`config.mk`:
```
export PLATFORM = sky130hd
export DESIGN_NAME = rpg_sequencer
export DESIGN_NICKNAME = d
export VERILOG_FILES = /design/src/hw/rtl/assert_macros.svh /design/src/hw/rtl/rpg_pkg.sv /design/src/hw/rtl/rpg_sequencer.sv
export SDC_FILE = /design/constraint.sdc
export NUM_CORES = 1
export LEC_CHECK = 0
export ABC_AREA = 1
export ABC_CLOCK_PERIOD_IN_PS = 1400
export BUFFER_PORTS_ARGS = -buffer_cell sky130_fd_sc_hd__clkbuf_2
export CAP_MARGIN = 25
export CORE_AREA = 2 2 39 41
export CTS_BUF_LIST = sky130_fd_sc_hd__clkbuf_16
export DETAILED_ROUTE_END_ITERATION = 8
export DIE_AREA = 0 0 41 43
export MAX_ROUTING_LAYER = met4
export PLACE_DENSITY_LB_ADDON = 0.2
export SYNTH_ARGS = -nofsm -noshare
export SYNTH_HDL_FRONTEND = slang
export SYNTH_SLANG_ARGS = --single-unit
```
`constraint.sdc`:
```
create_clock -name clk -period 1.4 [get_ports clk]
set_input_delay 0.28 -clock clk [delete_from_list [all_inputs] [get_ports clk]]
set_output_delay 0.28 -clock clk [all_outputs]
set_load 0.1 [all_outputs]
```
`src/hw/rtl/assert_macros.svh`:
```
// ----------------------------------------------------------------------------
// Assertion macros
// These macros wrap concurrent assertions on clk, with reset rst_n.
// ----------------------------------------------------------------------------
`ifndef ASSERT_MACROS_SVH
`define ASSERT_MACROS_SVH

// This checks that a property holds at every rising edge outside reset.
`define ASSERT_CLK(label, prop, msg) \
    label: assert property (@(posedge clk) disable iff (!rst_n) (prop)) \
        else $error(msg);

// This checks that a condition implies a consequence in the next cycle.
`define ASSERT_NEXT(label, cond, cons, msg) \
    label: assert property (@(posedge clk) disable iff (!rst_n) (cond) |=> (cons)) \
        else $error(msg);

`endif

```
`src/hw/rtl/rpg_pkg.sv`:
```
// ----------------------------------------------------------------------------
// rpg_pkg
// Types, constants, microcode and helper functions for the permutation
// generator.
// ----------------------------------------------------------------------------
package rpg_pkg;

    localparam int MAX_COUNT  = 1024;
    localparam int IDX_W      = $clog2(MAX_COUNT);
    localparam int CNT_W      = $clog2(MAX_COUNT + 1);
    localparam int RNG_W      = 64;
    localparam int BIT_CNT_W  = $clog2(RNG_W);
    localparam int UPC_W      = 4;

    localparam logic [RNG_W-1:0] RNG_SEED = 64'h9e37_79b9_7f4a_7c15;
    localparam int SHIFT_A = 13;
    localparam int SHIFT_B = 7;
    localparam int SHIFT_C = 17;

    typedef enum logic
    {
        REQ_GENERATE = 1'b0,
        REQ_READ     = 1'b1
    } req_t;

    typedef enum logic [1:0]
    {
        STATUS_OK    = 2'd0,
        STATUS_RANGE = 2'd1,
        STATUS_EMPTY = 2'd2
    } status_t;

    typedef struct packed
    {
        req_t             req_type;
        logic [IDX_W-1:0] position;
    } in_item_t;

    typedef struct packed
    {
        logic [IDX_W-1:0] entry_value;
        status_t          status;
    } out_item_t;

    typedef enum logic [UPC_W-1:0]
    {
        UPC_IDLE      = 4'd0,
        UPC_DISPATCH  = 4'd1,
        UPC_GEN_INIT  = 4'd2,
        UPC_FILL      = 4'd3,
        UPC_SHUF_INIT = 4'd4,
        UPC_RNG       = 4'd5,
        UPC_DIV       = 4'd6,
        UPC_READ_AB   = 4'd7,
        UPC_WRITE_I   = 4'd8,
        UPC_WRITE_J   = 4'd9,
        UPC_GEN_DONE  = 4'd10,
        UPC_RD_ISSUE  = 4'd11,
        UPC_RD_OUT    = 4'd12
    } upc_t;

    typedef enum logic [3:0]
    {
        OP_ACCEPT,
        OP_NOP,
        OP_GEN_INIT,
        OP_FILL,
        OP_SHUF_INIT,
        OP_RNG,
        OP_DIV,
        OP_READ_AB,
        OP_WRITE_I,
        OP_WRITE_J,
        OP_GEN_DONE,
        OP_RD_ISSUE,
        OP_RD_OUT
    } micro_op_t;

    typedef enum logic [2:0]
    {
        COND_ALWAYS,
        COND_NOT_ACCEPT,
        COND_IS_READ,
        COND_FILL_MORE,
        COND_DIV_MORE,
        COND_SHUF_MORE
    } cond_t;

    typedef struct packed
    {
        micro_op_t op;
        cond_t     cond;
        upc_t      target;
    } ctrl_word_t;

    typedef struct packed
    {
        logic accept;
        logic is_read;
        logic fill_more;
        logic div_more;
        logic shuf_more;
    } cond_flags_t;

    typedef struct packed
    {
        micro_op_t op;
        upc_t      upc;
    } seq_ctrl_t;

    function automatic ctrl_word_t ucode_rom(input upc_t addr);
        ctrl_word_t word;
        case (addr)
            UPC_IDLE:      word = '{OP_ACCEPT,    COND_NOT_ACCEPT, UPC_IDLE};
            UPC_DISPATCH:  word = '{OP_NOP,       COND_IS_READ,    UPC_RD_ISSUE};
            UPC_GEN_INIT:  word = '{OP_GEN_INIT,  COND_ALWAYS,     UPC_FILL};
            UPC_FILL:      word = '{OP_FILL,      COND_FILL_MORE,  UPC_FILL};
            UPC_SHUF_INIT: word = '{OP_SHUF_INIT, COND_ALWAYS,     UPC_RNG};
            UPC_RNG:       word = '{OP_RNG,       COND_ALWAYS,     UPC_DIV};
            UPC_DIV:       word = '{OP_DIV,       COND_DIV_MORE,   UPC_DIV};
            UPC_READ_AB:   word = '{OP_READ_AB,   COND_ALWAYS,     UPC_WRITE_I};
            UPC_WRITE_I:   word = '{OP_WRITE_I,   COND_ALWAYS,     UPC_WRITE_J};
            UPC_WRITE_J:   word = '{OP_WRITE_J,   COND_SHUF_MORE,  UPC_RNG};
            UPC_GEN_DONE:  word = '{OP_GEN_DONE,  COND_ALWAYS,     UPC_IDLE};
            UPC_RD_ISSUE:  word = '{OP_RD_ISSUE,  COND_ALWAYS,     UPC_RD_OUT};
            UPC_RD_OUT:    word = '{OP_RD_OUT,    COND_ALWAYS,     UPC_IDLE};
            default:       word = '{OP_NOP,       COND_ALWAYS,     UPC_IDLE};
        endcase
        return word;
    endfunction

    function automatic logic [RNG_W-1:0] xorshift_next(input logic [RNG_W-1:0] s);
        logic [RNG_W-1:0] v;
        v = s;
        v = v ^ (v << SHIFT_A);
        v = v ^ (v >> SHIFT_B);
        v = v ^ (v << SHIFT_C);
        return v;
    endfunction

endpackage

```
`src/hw/rtl/rpg_sequencer.sv`:
```
// ----------------------------------------------------------------------------
// rpg_sequencer
// Step counter and microcode table that drive the permutation datapath.
// ----------------------------------------------------------------------------
module rpg_sequencer
    import rpg_pkg::*;
(
    input  logic        clk,
    input  logic        rst_n,
    input  cond_flags_t flags,
    output seq_ctrl_t   ctrl
);

    upc_t       upc_reg;
    upc_t       upc_next;
    ctrl_word_t word;
    logic       take;

    always_ff @(posedge clk or negedge rst_n)
    begin
        if (!rst_n)
        begin
            upc_reg <= UPC_IDLE;
        end
        else
        begin
            upc_reg <= upc_next;
        end
    end

    always_comb
    begin
        word = ucode_rom(upc_reg);
        case (word.cond)
            COND_ALWAYS:     take = 1'b1;
            COND_NOT_ACCEPT: take = !flags.accept;
            COND_IS_READ:    take = flags.is_read;
            COND_FILL_MORE:  take = flags.fill_more;
            COND_DIV_MORE:   take = flags.div_more;
            COND_SHUF_MORE:  take = flags.shuf_more;
            default:         take = 1'b1;
        endcase
        upc_next = take ? word.target : upc_t'(upc_reg + 1'b1);
        ctrl.op  = word.op;
        ctrl.upc = upc_reg;
    end

endmodule

```
Word-level counts from Yosys, hierarchy flattened:

Memories as Yosys holds them, arrays and structs flattened.
Index checks and enable logic that the tools add are counted.

* add/sub/neg operators: 1
* equality and inequality tests: 5
* multiplexer cells: 2
* reduce and logical (&&, ||, !) cells: 1

Operators with widths (number)
* 3-bit by 2-bit == test with 1-bit output (second input constant): 2
* 3-bit == test (second input constant): 2
* 1-bit case mux with 5 select lines: 1
* 4-bit by 1-bit adder with 4-bit output (second input constant): 1
* 4-bit two-way mux: 1
* 3-bit by 1-bit == test with 1-bit output (second input constant): 1
* 1-bit logical NOT: 1

* bits in registers: 4
* bits in read-only memories: 176
* input bits: 7
* output and inout port bits: 8
* logic and storage cells: 11
* memories kept: 1

Memory list
* (no name shown): depth 16, width 11, read ports 1, clocked after Yosys merged registers in 0, write ports 0, line rpg_pkg.sv:113 `case (addr)`

Depth between registers and ports, before layout:

Gate-level depths: netlist (run 1).
An unclocked memory read counts as a cell.

* depth after elaboration: 4
* mapped depth: 9

Worst setup path before layout (run 1):

Ideal clock, no wire load.

* path kind: reg2out
* start point: reg upc_reg[0]
* end point: out ctrl[4] (netlist bit)
* arrival: 3.548 ns
* slack: -2.428 ns
* stages on the path, launching flop included: 4
* buffers on the path: 0
* cells stage by stage: dfrtp_1 inv_2 ha_1 o21ai_0

RTL lines
* start, declared: line rpg_sequencer.sv:14 `upc_t upc_reg;`
* start signal, assigned: line rpg_sequencer.sv:27 `upc_reg <= upc_next;`
* end, declared: line rpg_sequencer.sv:11 `output seq_ctrl_t ctrl`

==> impl_results.md, run 1 <==
* Root Buffer: clkbuf_16
* Routed wire per std cell at 14.8 microns
* Synthesis-to-finish area growth at 145%
* Area of the mapped netlist at 464 sq um
* Worst setup startpoint: upc_reg[0]
* Cell area after layout at 1140 sq um
* Core area at 1380 sq um
* Post-synth top area share at 0.216
* Reg clk slew, reported paths at 30 ps
* Final period util at 1.14
* Critical Path Sink: ctrl[4]
* Highest-delay cell along the critical path: dfrtp_4
* Fin Hold WS at 392 ps
* Total iterations of the first detailed-routing run at 4
* Overflow after GRT at 0
* Hold WC Path Type: input port to async pin
* Clock buffer depth at 2
* Setup_tns at -832 ps
* Final WS setup at -200 ps
* Initial antenna violation count at 0
* Post-synthesis cell type count at 18
* Mean Syn Cell Area at 6.93 sq um
* Skew final at 3.33 ps
* Sink Count at 4
* Clock latency on the worst-skew pair at 230 ps
* Max FFs per register at 4
* Synth area leaders: dfrtp_1 22%, nand2_1 17%, ha_1 13%, nand3_1 6.5%, o21ai_0 6.5%
* Origin of the critical flop-to-flop path: upc_reg[1]
* CP Launch Type: flip-flop
* Mapped Nets at 79
* Register bit total from synthesis at 4
* Std cell rows at 14
* Failing checks: negative setup slack
* DRT Wirelength at 1760 microns
* Initial Utilization at 0.335
* Gr usage total at 0.202
* First-pass GRT wire length at 2280 microns
* Critical Path AT at 1320 ps
* Yosys top cell by area: dfrtp_1
* Routed vias at 596
* CTS Buf Count at 3
* Clock period minus worst slack at 1600 ps
* YS warnings at 0
* WS Path Type: flip-flop to primary output
* Worst Reg2Reg Path Length in Cells at 8
* Final number of setup-violating endpoints at 8
* GP Congestion at 0.933
* Die Y-Extent at 43 microns
* Unrepaired setup endpoints after global routing: true
* Worst reg-to-reg setup slack at -50 ps
* FILL cells at 77
* Outcome: finished, violations left
* Dpl hpwl at 925 microns
* Die ar. at 1760 sq um
* Max Cap Viol at 0
* DRC viols at 0
* Crit Reg-Reg Endpoint: upc_reg[3]
* Antenna Nets Post-Route at 0
* Initial drt markers at 11
* Crit-path max cell delay at 430 ps
* Final Hold Fails at 0
* Cells after Synth at 67
* Die Wd at 41 microns
* Worst Setup End Kind: primary output
* Largest net degree at the start of global routing at 8
* Share of cells above drive strength 1 at 0.757
* Antenna diode count at 0
* Final core occ at 0.823
* CTS tree: built
* H-tree levels at 1
* Crit-path max FO at 4
* IO Pins at 15
* Max frequency at 0.625 GHz
* Placed inst area at 821 sq um
* Vias in the first global route at 536
* Max_slew headroom at 0.850
* Via-per-instance ratio at 5.01
* Part of the Yosys area used for sequential elements at 0.216
* WP data required at 1120 ps
* Fin. max-slew vios at 0
* Worst-Margin Slew at 225 ps
* Nets@finish at 117
* CP Cell Sequence: inv_4 > ha_4 > buf_6 > o21ai_4 > buf_12
* Port bufs at 14
==> critical path: cells and delay by family (launching register included) <==
family / cells / cell delay [ps]
buffers and inverters: 3 / 350
adders and majority gates: 1 / 180
AOI/OAI and AO/OA: 1 / 130
DFF: 1 / 430
==> per-stage QoR <==
step	setup WS [ps]	instances
3_5_place_dp	-41.6	104
5_1_grt	-222	119
4_1_cts	-204	115
3_3_place_gp	-3.06	104
6_report	-200	119
2_1_floorplan	-321	67
==> kinds of logic (layout without fill, tap and decap cells) <==
family | Yosys count | count (layout) | share of synthesized area
adder cells (fa/ha/maj) | 5 | 5 | 0.135
XOR/XNOR | 1 | 1 | 0.0189
AO/OA/AOI/OAI | 10 | 10 | 0.119
AND/OR/NAND/NOR | 35 | 35 | 0.372
flip-flops | 4 | 4 | 0.216
buffers and inverters | 12 | 48 | 0.140
==> cell usage in the layout (no fill, tap or decap), types with 4 or more instances in the layout <==
master | netlist | routed
nand2_4 | 1 | 5
inv_1 | 8 | 6
nand2_1 | 21 | 6
buf_6 | 1 | 5
dfrtp_4 | 0 | 4
nand3_2 | 0 | 5
nand2_2 | 2 | 11
buf_4 | 0 | 13
buf_12 | 0 | 9
clkbuf_2 | 0 | 6
==> repair_timing <==
action / 4_1_cts / 5_1_grt
pin swaps: 2 / 17
gates resized for setup: 6 / 32
hold buffers: 1 / 0
hold endpoints to repair: 4 / 0
setup buffers: 7 / 6
setup endpoints to repair: 8 / 9
==> per-layer routing <==
layer | track usage | routed length [microns] | share of wire
met2 | 0.316 | 997 | 0.57
met1 | 0.231 | 693 | 0.39
met4 | 0.120 | 23 | 0.013
met5 | - | 0 | 0
met3 | 0.0314 | 46 | 0.026
==> cell usage after synthesis <==
cell type / n
nand2_1: 21
inv_1: 8
nand3_1: 6
o21ai_0: 6
ha_1: 5
dfrtp_1: 4
nor2_1: 3
a21oi_1: 2
inv_2: 2
nand2_2: 2
a21oi_2: 1
buf_6: 1
clkinv_8: 1
nand2_4: 1
nand3_4: 1
nor2_4: 1
o22ai_1: 1
xor2_1: 1
==> cell type report <==
| class | instances | area [sq um] | area share |
|---|---|---|---|
| flip-flops and latches | 4 | 115 | 0.101 |
| multi-input cells | 51 | 495 | 0.435 |
| well taps | 16 | 20.0 | 0.0176 |
| inverters | 11 | 58.8 | 0.0516 |
| repair buffers | 34 | 374 | 0.329 |
| clock buffers | 3 | 75.1 | 0.0659 |
==> worst min-delay path by stage <==
| stage | start | to | slack, ps | cells past startpoint |
|---|---|---|---|---|
| 5_1_grt | rst_n | upc_reg[3] | 400 | 2 |
| 3_3_place_gp | rst_n | upc_reg[2] | 90 | 1 |
| 3_5_place_dp | rst_n | upc_reg[2] | 90 | 1 |
| 6_report | rst_n | upc_reg[3] | 390 | 2 |
| 4_1_cts | rst_n | upc_reg[3] | 390 | 2 |
| 2_1_floorplan | rst_n | upc_reg[0] | -20 | 0 |
Power of run 1 is left out: the tool's default activity adds up to more than one toggle a clock period on the data nets, which glitch-free logic cannot reach.
==> run 2: changes to the inputs <==
Settings changed: RECOVER_POWER set to 25.
==> impl_results.md, run 2 (synthesis results as in run 1) <==
* Antenna Nets Post-Route at 0
* FILL cells at 78
* Unrepaired setup endpoints after global routing: true
* Hold WC Path Type: input port to async pin
* Die Y-Extent at 43 microns
* Clock buffer depth at 2
* CP Launch Type: flip-flop
* Vias in the first global route at 536
* Worst Reg2Reg Path Length in Cells at 8
* Routed vias at 596
* Final core occ at 0.822
* Max FFs per register at 4
* Die Wd at 41 microns
* Crit-path max FO at 4
* Final WS setup at -200 ps
* Crit Reg-Reg Endpoint: upc_reg[3]
* Antenna diode count at 0
* IO Pins at 15
* Origin of the critical flop-to-flop path: upc_reg[1]
* Final period util at 1.14
* Final Hold Fails at 0
* DRT Wirelength at 1760 microns
* Initial Utilization at 0.335
* Initial drt markers at 11
* Nets@finish at 117
* CTS Buf Count at 3
* Failing checks: negative setup slack
* GP Congestion at 0.933
* Area of the multi-input gates at 495 sq um
* Core area at 1380 sq um
* Max Cap Viol at 0
* Initial antenna violation count at 0
* Largest net degree at the start of global routing at 8
* Routed wire per std cell at 14.8 microns
* Fin. max-slew vios at 0
* Max_slew headroom at 0.850
* Sequential Area at 115 sq um
* Port bufs at 14
* DRC viols at 0
* Outcome: finished, violations left
* Gr usage total at 0.202
* Max frequency at 0.625 GHz
* Share of cells above drive strength 1 at 0.748
* Clock period minus worst slack at 1600 ps
* Worst setup startpoint: upc_reg[0]
* Overflow after GRT at 0
* Total iterations of the first detailed-routing run at 4
* Critical Path AT at 1320 ps
* Dpl ws at -41.6 ps
* Sink Count at 4
* CTS tree: built
* WP data required at 1120 ps
* Worst-Margin Slew at 225 ps
* Worst reg-to-reg setup slack at -50 ps
* Dpl hpwl at 925 microns
* First-pass GRT wire length at 2280 microns
* WS Path Type: flip-flop to primary output
* Clock latency on the worst-skew pair at 230 ps
* H-tree levels at 1
* Most frequent cells in the layout: 13 x buf_4, 11 x nand2_2, 9 x buf_12
* Final number of setup-violating endpoints at 8
* Worst Setup End Kind: primary output
* Skew final at 3.44 ps
* Std cell rows at 14
* Most common cell after layout, fill and taps aside: buf_4
* Reg clk slew, reported paths at 30 ps
* Root Buffer: clkbuf_16
* Die ar. at 1760 sq um
* Synthesis-to-finish area growth at 145%
* Via-per-instance ratio at 5.01
-- run 2: cell counts in the layout (fill, tap and decap cells not counted) --
No cell type changed its count.
-- run 2: how the worst max path moves through the flow --
stage | end | cells past startpoint | slack (ps)
after detailed placement | upc_reg[0] | 7 | -40
after global placement | ctrl[6] | 5 | -3
final | ctrl[4] | 5 | -200
after CTS | ctrl[4] | 5 | -200
after floorplan | ctrl[4] | 3 | -320
after global routing | ctrl[7] | 5 | -220
-- run 2: what timing repair did --
item                                   in CTS  in global routing
hold buffers                                1                  0
resized for setup                           6                 32
pin swaps                                   2                 17
setup endpoints to repair                   8                  9
setup buffers                               7                  6
endpoints found under the hold margin       4                  0
-- run 2: metrics by stage --
stage / area, sq um / std cells / hold slack, ps / TNS, ps
after floorplan: 566 / 67 / -15.6 / -1570
after global placement: 821 / 104 / 91.2 / -3.06
after detailed placement: 821 / 104 / 94.4 / -132
after CTS: 990 / 115 / 393 / -734
after global routing: 1140 / 119 / 435 / -1130
final: 1140 / 119 / 415 / -832
-- run 2: routing by layer --
metal  vias to the layer above  GRT usage  part of all wire
met5                         -          -                 0
met4                         0      0.120             0.013
met2                        18      0.316              0.57
met1                       290      0.231              0.39
met3                         4     0.0314             0.026
li1                        284          -                 -
-- run 2: critical path, stage by stage (launching register included) --
cell	delay [ps]
dfrtp_4	430
inv_4	40
ha_4	180
buf_6	120
o21ai_4	130
buf_12	190
-- run 2: layout make-up --
class	count	share of cell area
clock buffer	3	0.0660
inverter	11	0.0517
multi-input combinational	51	0.436
sequential	4	0.101
tap	16	0.0176
timing repair buffer	34	0.328
Power of run 2 is left out for the same reason.
==> run 3: changes to the inputs <==
Settings changed: REMOVE_ABC_BUFFERS set to 1.
==> impl_results.md, run 3 (synthesis results as in run 1) <==
* Outcome: finished, violations left
* Failing checks: negative setup slack
* Clock latency on the worst-skew pair at 220 ps
* Die Wd at 41 microns
* Clock period minus worst slack at 1470 ps
* Die ar. at 1760 sq um
* Initial Utilization at 0.335
* Routed wire per std cell at 10.8 microns
* Via-per-instance ratio at 4.69
* Worst-Margin Slew at 248 ps
* Worst Reg2Reg Path Length in Cells at 7
* CP Cell Sequence: inv_2 > ha_4 > nand2_2 > nand2_2 > buf_12
* WS Path Type: flip-flop to primary output
* CP Launch Type: flip-flop
* WP buf/inv at 2
* Crit-path max FO at 4
* Sink Count at 4
* Final core occ at 0.629
* Hold WC Path Type: input port to async pin
* Fin. max-slew vios at 0
* Std cell rows at 14
* Final Hold Fails at 0
* Share of cells above drive strength 1 at 0.500
* Final period util at 1.05
* H-tree levels at 1
* Largest net degree at the start of global routing at 8
* Worst Setup End Kind: primary output
* DRC viols at 0
* Synthesis-to-finish area growth at 87.6%
* CP dominant cell by count: nand2_2
* Dpl hpwl at 965 microns
* Initial drt markers at 5
* Most frequent cells in the layout: 15 x nand2_1, 9 x buf_4, 8 x nand2_2, 8 x buf_12, 7 x inv_1
* Core area at 1380 sq um
* Placed inst area at 738 sq um
* CTS tree: built
* Routed vias at 516
* Die Y-Extent at 43 microns
* GP Congestion at 0.843
* Max Cap Viol at 0
* Max FFs per register at 4
* Highest-delay cell along the critical path: dfrtp_1
* Cell family with most CP delay: flip-flops
* Max_slew headroom at 0.835
* Max frequency at 0.681 GHz
* WP data required at 1120 ps
* Most common cell after layout, fill and taps aside: nand2_1
* DRT Wirelength at 1180 microns
* First-pass GRT wire length at 2080 microns
* Skew final at 1.71 ps
* Clock buffer depth at 2
* Initial antenna violation count at 0
* Cell area after layout at 871 sq um
* Total iterations of the first detailed-routing run at 4
* Final WS setup at -67.7 ps
* Nets@finish at 108
* Port bufs at 14
* Antenna Nets Post-Route at 0
* Root Buffer: clkbuf_16
* Vias in the first global route at 508
* Antenna diode count at 0
* Overflow after GRT at 0
* FILL cells at 122
* Crit-path max cell delay at 380 ps
* Reg clk slew, reported paths at 30 ps
* Crit. path cell count at 5
* Final number of setup-violating endpoints at 4
* Unrepaired setup endpoints after global routing: true
* IO Pins at 15
* Gr usage total at 0.178
* CTS Buf Count at 3
* Critical Path AT at 1190 ps
[run 3: per-layer routing]
layer	up-vias	share of wire	GRT usage
li1	267	-	-
met1	238	0.42	0.212
met2	9	0.55	0.281
met3	2	0.018	0.0209
met4	0	0.015	0.0867
met5	-	0	-
[run 3: area by class of cell]
class / instances / area [sq um] / area share
well taps: 16 / 20.0 / 0.0230
repair buffers: 25 / 278 / 0.319
flip-flops and latches: 4 / 103 / 0.118
clock buffers: 3 / 75.1 / 0.0862
inverters: 11 / 53.8 / 0.0618
multi-input cells: 51 / 342 / 0.392
[run 3: path summary, 6_finish.rpt]
path,start,to,slack (ps)
setup / recovery,upc_reg[1],ctrl[6],-70
setup reg to reg,upc_reg[0],upc_reg[0],40
max in group asynchronous,rst_n,upc_reg[2],780
min in group clk,flags[0],upc_reg[2],480
hold reg to reg,upc_reg[0],upc_reg[0],730
hold / removal,rst_n,upc_reg[3],420
[run 3: worst register-to-register path, delay by kind of cell (launching register included)]
family | cells | cell delay (ps)
AOI/OAI and AO/OA | 1 | 190
adders and majority gates | 1 | 240
buffers and inverters | 1 | 170
DFF | 1 | 350
and+or+nand+nor | 4 | 310
[run 3: metrics by stage]
step | setup slack [ps] | setup TNS [ps] | hold slack, ps | instances
after CTS | -91.5 | -249 | 394 | 111
after global routing | -100 | -603 | 438 | 110
after floorplan | -2430 | -8910 | -15.6 | 66
after global placement | -33.5 | -114 | 92.7 | 106
after detailed placement | -35.2 | -128 | 92.8 | 106
final | -67.7 | -181 | 416 | 110
[run 3: repair_timing]
| action | in CTS | in global routing |
|---|---|---|
| setup endpoints to repair | 8 | 8 |
| resized for setup | 10 | 6 |
| setup buffers | 1 | 0 |
| pin swaps | 3 | 4 |
| endpoints found under the hold margin | 4 | 0 |
| hold buffers | 1 | 0 |
Power of run 3 is left out for the same reason.
